[config.mk]
export PLATFORM = sky130hd
export DESIGN_NAME = tmse_kind_store
export DESIGN_NICKNAME = d
export VERILOG_FILES = /design/src/design/tmse_pkg.sv /design/src/design/tmse_kind_store.sv
export SDC_FILE = /design/constraint.sdc
export NUM_CORES = 1
export LEC_CHECK = 0
export BUFFER_PORTS_ARGS = -buffer_cell sky130_fd_sc_hd__buf_2
export CAP_MARGIN = 30
export CORE_MARGIN = 2
export CORE_UTILIZATION = 60
export DETAILED_ROUTE_END_ITERATION = 16
export PLACE_DENSITY_LB_ADDON = 0.2
export SLEW_MARGIN = 20
export SYNTH_ARGS = -nofsm -noshare
export SYNTH_HDL_FRONTEND = slang
export SYNTH_SLANG_ARGS = --single-unit
[constraint.sdc]
create_clock -name clk_i -period 2.2 [get_ports clk_i]
set_input_delay 0.22 -clock clk_i [delete_from_list [all_inputs] [get_ports clk_i]]
set_output_delay 0.22 -clock clk_i [all_outputs]
set_load 0.03 [all_outputs]
[src/design/tmse_pkg.sv]
// ----------------------------------------------------------------------------
// tmse_pkg: shared types and constants of the Turing machine step engine
// Sizes of the rule table, state table and tape, plus operation, status and
// state kind codes, and the write request structs between the stores.
// ----------------------------------------------------------------------------
package tmse_pkg;

  // Table and tape sizes
  localparam int TAPE_CELLS       = 1024;
  localparam int TRANSITION_SLOTS = 256;
  localparam int STATE_COUNT      = 256;

  localparam int TAPE_AW  = $clog2(TAPE_CELLS);
  localparam int TAPE_CW  = $clog2(TAPE_CELLS + 1);
  localparam int SLOT_AW  = $clog2(TRANSITION_SLOTS);
  localparam int SLOT_CW  = $clog2(TRANSITION_SLOTS + 1);
  localparam int STATE_AW = $clog2(STATE_COUNT);

  // Fixed field widths
  localparam int SYM_W   = 8;
  localparam int STATE_W = 8;
  localparam int STEP_W  = 16;

  localparam logic [STEP_W-1:0] MAX_STEPS_RESET = 16'd1000;

  // Configuration register indexes
  localparam logic CFG_START_STATE = 1'b0;
  localparam logic CFG_MAX_STEPS   = 1'b1;

  typedef enum logic [2:0] {
    OP_LOAD    = 3'd0,
    OP_KIND    = 3'd1,
    OP_TAPE    = 3'd2,
    OP_RESTART = 3'd3,
    OP_STEP    = 3'd4
  } op_e;

  typedef enum logic [2:0] {
    ST_RUN     = 3'd0,
    ST_ACCEPT  = 3'd1,
    ST_REJECT  = 3'd2,
    ST_QUIT    = 3'd3,
    ST_NOTRANS = 3'd4,
    ST_OFFTAPE = 3'd5
  } status_e;

  typedef enum logic [1:0] {
    KIND_NONE   = 2'd0,
    KIND_ACCEPT = 2'd1,
    KIND_REJECT = 2'd2
  } kind_e;

  typedef enum logic [2:0] {
    S_CLEAR,
    S_IDLE,
    S_SYM,
    S_SEARCH,
    S_APPLY,
    S_DONE
  } fsm_e;

  // One transition rule
  typedef struct packed {
    logic [STATE_W-1:0] from_state;
    logic [SYM_W-1:0]   read_symbol;
    logic [STATE_W-1:0] next_state;
    logic [SYM_W-1:0]   write_symbol;
    logic               move_right;
  } rule_t;

  typedef struct packed {
    logic               en;
    logic [SLOT_AW-1:0] addr;
    rule_t              rule;
  } rule_wr_t;

  typedef struct packed {
    logic                en;
    logic [STATE_AW-1:0] addr;
    logic [1:0]          kind;
  } kind_wr_t;

  typedef struct packed {
    logic               en;
    logic [TAPE_AW-1:0] addr;
    logic [SYM_W-1:0]   data;
  } tape_wr_t;

endpackage

[src/design/tmse_kind_store.sv]
// ----------------------------------------------------------------------------
// tmse_kind_store: state kind memory
// Kind per state with a valid flag per entry; unwritten entries and states
// beyond the table read as kind none. Registered read.
// ----------------------------------------------------------------------------
module tmse_kind_store (
  input  logic                          clk_i,
  input  logic                          rst_ni,
  input  tmse_pkg::kind_wr_t            wr_i,
  input  logic                          rd_en_i,
  input  logic [tmse_pkg::STATE_W-1:0]  rd_state_i,
  output logic [1:0]                    rd_kind_o
);

  logic [1:0]                        mem [tmse_pkg::STATE_COUNT];
  logic [tmse_pkg::STATE_COUNT-1:0]  valid_q;
  logic [1:0]                        rd_kind_q;
  logic                              rd_valid_q;
  logic [tmse_pkg::STATE_AW-1:0]     rd_addr;
  logic                              rd_in_range;

  assign rd_addr     = tmse_pkg::STATE_AW'(rd_state_i);
  assign rd_in_range = int'(rd_state_i) < tmse_pkg::STATE_COUNT;

  // Mark written entries
  always_ff @(posedge clk_i or negedge rst_ni) begin
    if (!rst_ni) begin
      valid_q <= '0;
    end else if (wr_i.en) begin
      valid_q[wr_i.addr] <= 1'b1;
    end
  end

  // Write and read the kind array
  always_ff @(posedge clk_i) begin
    if (wr_i.en) begin
      mem[wr_i.addr] <= wr_i.kind;
    end
    if (rd_en_i) begin
      rd_kind_q  <= mem[rd_addr];
      rd_valid_q <= valid_q[rd_addr] & rd_in_range;
    end
  end

  assign rd_kind_o = rd_valid_q ? rd_kind_q : tmse_pkg::KIND_NONE;

endmodule

## Word level (Yosys, flattened, before mapping)

Memory sizes are Yosys's and may differ from the RTL's. A register that Yosys moved wholly into a read port is not among the register bits.
Cells that the tools add are included.

- Bits in registers: 257
- Memories kept: 1
- Output and inout bits: 2
- Word-level logic and storage cells: 15
- RAM bits: 512

- Reductions and logical operators: 1
- Magnitude comparators: 3
- Mux-type cells: 7
- Bitwise operators: 1

Memory list:

| name | words | bits a word | rd ports | clocked after memory_dff | write ports | RTL line | RTL |
|---|---|---|---|---|---|---|---|
| mem | 256 | 2 | 1 | 1 | 1 | tmse_kind_store.sv:15 | `logic [1:0] mem [tmse_pkg::STATE_COUNT];` |

Operator list:

| kind | count |
|---|---|
| bitwise OR 256 bit | 1 |
| less-than comparator 8 x 9 -> 1 bit, second input constant | 2 |
| binary-select mux 1 bit (select 8 bit) | 1 |
| demux 1 bit (select 8 bit) | 1 |
| >= comparator 8 x 1 -> 1 bit, second input constant | 1 |
| 2-to-1 mux 1 bit | 4 |
| 2-to-1 mux 2 bit | 1 |
| logical AND 1 bit | 1 |

## Logic depth before layout (Yosys ltp)

- Depth after elaboration: 5
- Gate-level depth with buffers: 10
- Gate-level depth less buffers: 6

## Worst setup path before layout

Ideal clock, no wire load.

- Path type: in2reg
- From: input port rd_state_i[0] (netlist bit)
- To: register rd_kind_q[0], read port of mem, data pin
- Data arrival time: 2092 ps
- Setup time: 275 ps
- Stages on the path: 9
- Slack: -167 ps
- Required time: 1925 ps
- Path through: buf_4 buf_6 buf_4 buf_2 mux4_2 a221oi_1 o21ai_0 o211ai_1 o311ai_1

RTL lines:

| what | RTL line | RTL |
|---|---|---|
| start: declaration | tmse_kind_store.sv:11 | `input logic [tmse_pkg::STATE_W-1:0] rd_state_i,` |
| end: declaration | tmse_kind_store.sv:17 | `logic [1:0] rd_kind_q;` |

==> results.ini <==
[drt]
wl_per_cell_um = 27.8
vias = 17700
drtIter0Drc = 1806
drtAntennaViolNets = 0
via_per_inst = 6.39
drc_errors = 0
first_pass_iters = 5
routed_wl_um = 77000

[global_routing]
grt_use_total_pct = 29.9
overflow = 0
grt_pass1_wl_um = 116000
antenna_found_initial = 2
grt_pass1_vias = 18200
grt_max_degree = 99

[sta]
tightestPinTransition_ps = 681
hold_viol_final = 0
finClkSkew_ps = 21.3
max_slew_margin_pct = 54.5
period_share_pct = 104
slew_violations = 0
layout_setup_ws_ps = -97.9
post-route-min-period_ps = 2300
setup_viol = 3
rsz0062_at_grt = yes
clock.fmax_ghz = 0.435

[synth]
postSynthAreaPerCell_um2 = 16.8
synthArstFlopShare_pct = 33.2
ys_seq_elements = 771
ys.flop_type = edfxtp_1
seq_area_frac_synth_pct = 70.5
synth_warnings = 0
synth.net_count = 1868
netlist_area_um2 = 31000
synth-edff-count = 515
synth.distinct_cells = 44
synthCells = 1846

[placed_design]
dpl_cell_area_um2 = 33200
dp_hpwl_um = 49700
place_congestion = 0.950
port_buffers = 23

[final_layout]
syn2layout_area_growth_pct = 15.7
drive_above_1_share_pct = 37.2
fill_cells = 3229
postLayoutCellArea_um2 = 35900
fin_util_pct = 70.1
nNetsFinal = 2044

[worst_setup_path]
crit_buf_inv = 0
cpPeakStageDelay_ps = 480
cp.required_ps = 2550
crit_path_cell_trace = mux4_2 -> mux4_2 -> or3_4 -> o311ai_4 -> o311ai_2
worst_setup_path_end_kind = flop
worstPathMaxFanout = 1
crit_path_start_kind = flop
crit_family = multiplexers
crit_type = reg -> reg
path_common_cell = mux4_2
arrival_ps = 2650
cp_slowest_cell = mux4_2

[clock_network]
cts_buffers = 77
cts_sinks = 771
htree_num_levels = 3
cts_tree = built
clockBufferDepth = 3
path_clk_slew_ps = 60
insertion_delay_ps = 630
root_buffer = clkbuf_16

[floorplan]
start_util_pct = 60.6
dieArea_um2 = 53600
fp-row-count = 83
ios = 24
die_h_um = 231
core_um2 = 51200
die_x_um = 231

[worst_hold_path]
hp-class = in -> reg

[run_status]
violations = negative setup slack
status = finished with violations

[power_and_ir_drop]
total_power_uw = 31600
leakage_uw = 0.0139
peakVddDrop_v = 0.000720
power_density_nw_per_um2 = 879

[flow_run]
maxCapViolations = 0

[per-layer routing]
metal | vias up | GRT usage [%] | wire length [um]
li1 | 7331 | - | -
met1 | 9313 | 42.0 | 30300
met2 | 861 | 47.1 | 37400
met3 | 173 | 5.95 | 6460
met4 | 4 | 11.6 | 2780
met5 | - | 0 | 24
[synthesized netlist by cell type, types with 4 or more instances]
| cell type | instances | area share [%] |
|---|---|---|
| mux2i_1 | 25 | 0.81 |
| nand2b_1 | 6 | 0.12 |
| buf_2 | 18 | 0.29 |
| nand4_1 | 4 | 0.081 |
| nand2_1 | 49 | 0.59 |
| nor2_1 | 272 | 3.3 |
| o221ai_1 | 8 | 0.23 |
| mux2_2 | 12 | 0.44 |
| mux4_2 | 191 | 14 |
| or2_2 | 257 | 5.2 |
| edfxtp_1 | 515 | 50 |
| a22oi_1 | 26 | 0.63 |
| a2111oi_0 | 5 | 0.14 |
| nor4_1 | 4 | 0.081 |
| buf_4 | 16 | 0.39 |
| dfrtp_1 | 256 | 21 |
| o22ai_1 | 5 | 0.10 |
| a22o_1 | 6 | 0.17 |
| a21oi_1 | 12 | 0.19 |
| a221oi_1 | 7 | 0.20 |
| clkbuf_1 | 54 | 0.65 |
| o311ai_1 | 6 | 0.17 |
| a211oi_1 | 6 | 0.15 |
| buf_1 | 7 | 0.085 |
| nor2b_1 | 21 | 0.42 |
| and2_1 | 5 | 0.10 |
| nand3_1 | 14 | 0.23 |
| buf_6 | 5 | 0.18 |
| o21ai_0 | 4 | 0.065 |
[cells by family (layout without fill, tap and decap cells)]
| family | Yosys count | in the layout | synth area share (%) |
|---|---|---|---|
| AO/OA/AOI/OAI | 103 | 103 | 2.51 |
| buffers and inverters | 102 | 341 | 1.62 |
| flip-flops | 771 | 771 | 70.5 |
| multiplexers | 228 | 228 | 15.1 |
| other | 0 | 2 | 0 |
| AND/OR/NAND/NOR | 642 | 642 | 10.3 |
[cells in the final DEF (no fill, tap or decap), drive strengths merged, types with 7 or more instances in the layout]
master	Yosys	final
a22oi	26	26
dfrtp	256	256
buf	46	192
mux2	12	12
o221ai	8	8
nand2	49	49
nand3	14	14
a221oi	7	7
clkbuf	54	109
clkinv	0	22
a21oi	12	12
edfxtp	515	515
nor2b	21	21
o311ai	8	8
mux2i	25	25
bufinv	0	7
or2	257	257
nor2	272	272
mux4	191	191
[per-stage QoR]
stage	setup TNS, ps	hold slack [ps]	setup WS (ps)	instances
detailed placement	-2080	224	-719	2618
global placement	-2130	210	-737	2618
floorplan	0	-75.6	2.63	1846
CTS	-186	15.1	-73.0	2764
global route	-330	26.4	-124	2765
finish	-243	22.3	-97.9	2767
[worst paths after layout]
path / startpoint / to / slack [ps] / cells past startpoint
max: mem[252][0] / rd_kind_q[0] / -100 / 5
min: wr_i[1] / mem[220][1] / 20 / 1
max reg2reg: mem[252][0] / rd_kind_q[0] / -100 / 5
min reg2reg: valid_q[24] / valid_q[24] / 460 / 1
max in group asynchronous: rst_ni / valid_q[211] / 1270 / 3
min in group asynchronous: rst_ni / valid_q[97] / 140 / 2
[timing repair]
item,4_1_cts,5_1_grt
buffers inserted,0,1
hold endpoints to repair,115,0
resized for setup,10,9
setup endpoints to repair,3,3
hold buffers,4,0
pin swaps,4,6
[worst reg2reg max path: cells and delay by family (launching register included)]
| family | cells | cell delay (ps) |
|---|---|---|
| AOI/OAI and AO/OA | 2 | 290 |
| DFF | 1 | 400 |
| muxes | 2 | 960 |
| and+or+nand+nor | 1 | 360 |
[report_power, final]
part | total (uW) | internal, uW | leakage [uW] | switching (uW)
Sequential | 16100 | 15900 | 0.00811 | 208
Clock | 13200 | 7670 | 0.00123 | 5510
Combinational | 2260 | 1080 | 0.00456 | 1170
[state kept, by name (all words and copies together) (netlist names)]
register	count
mem	512
rd_valid_q	1
valid_q	256
rd_kind_q	2
[area by class of cell]
cell class              instances  area (um^2)  area share (%)
inverters                       2         7.51          0.0209
flip-flops and latches        771        21900            60.9
diodes                          2         5.00          0.0139
clock buffers                 108         2150            5.98
multi-input cells             973         8770            24.4
repair buffers                197         1870            5.20
clock inverters                34          372            1.04
well taps                     680          851            2.37
(Power assumes the default switching activity.)
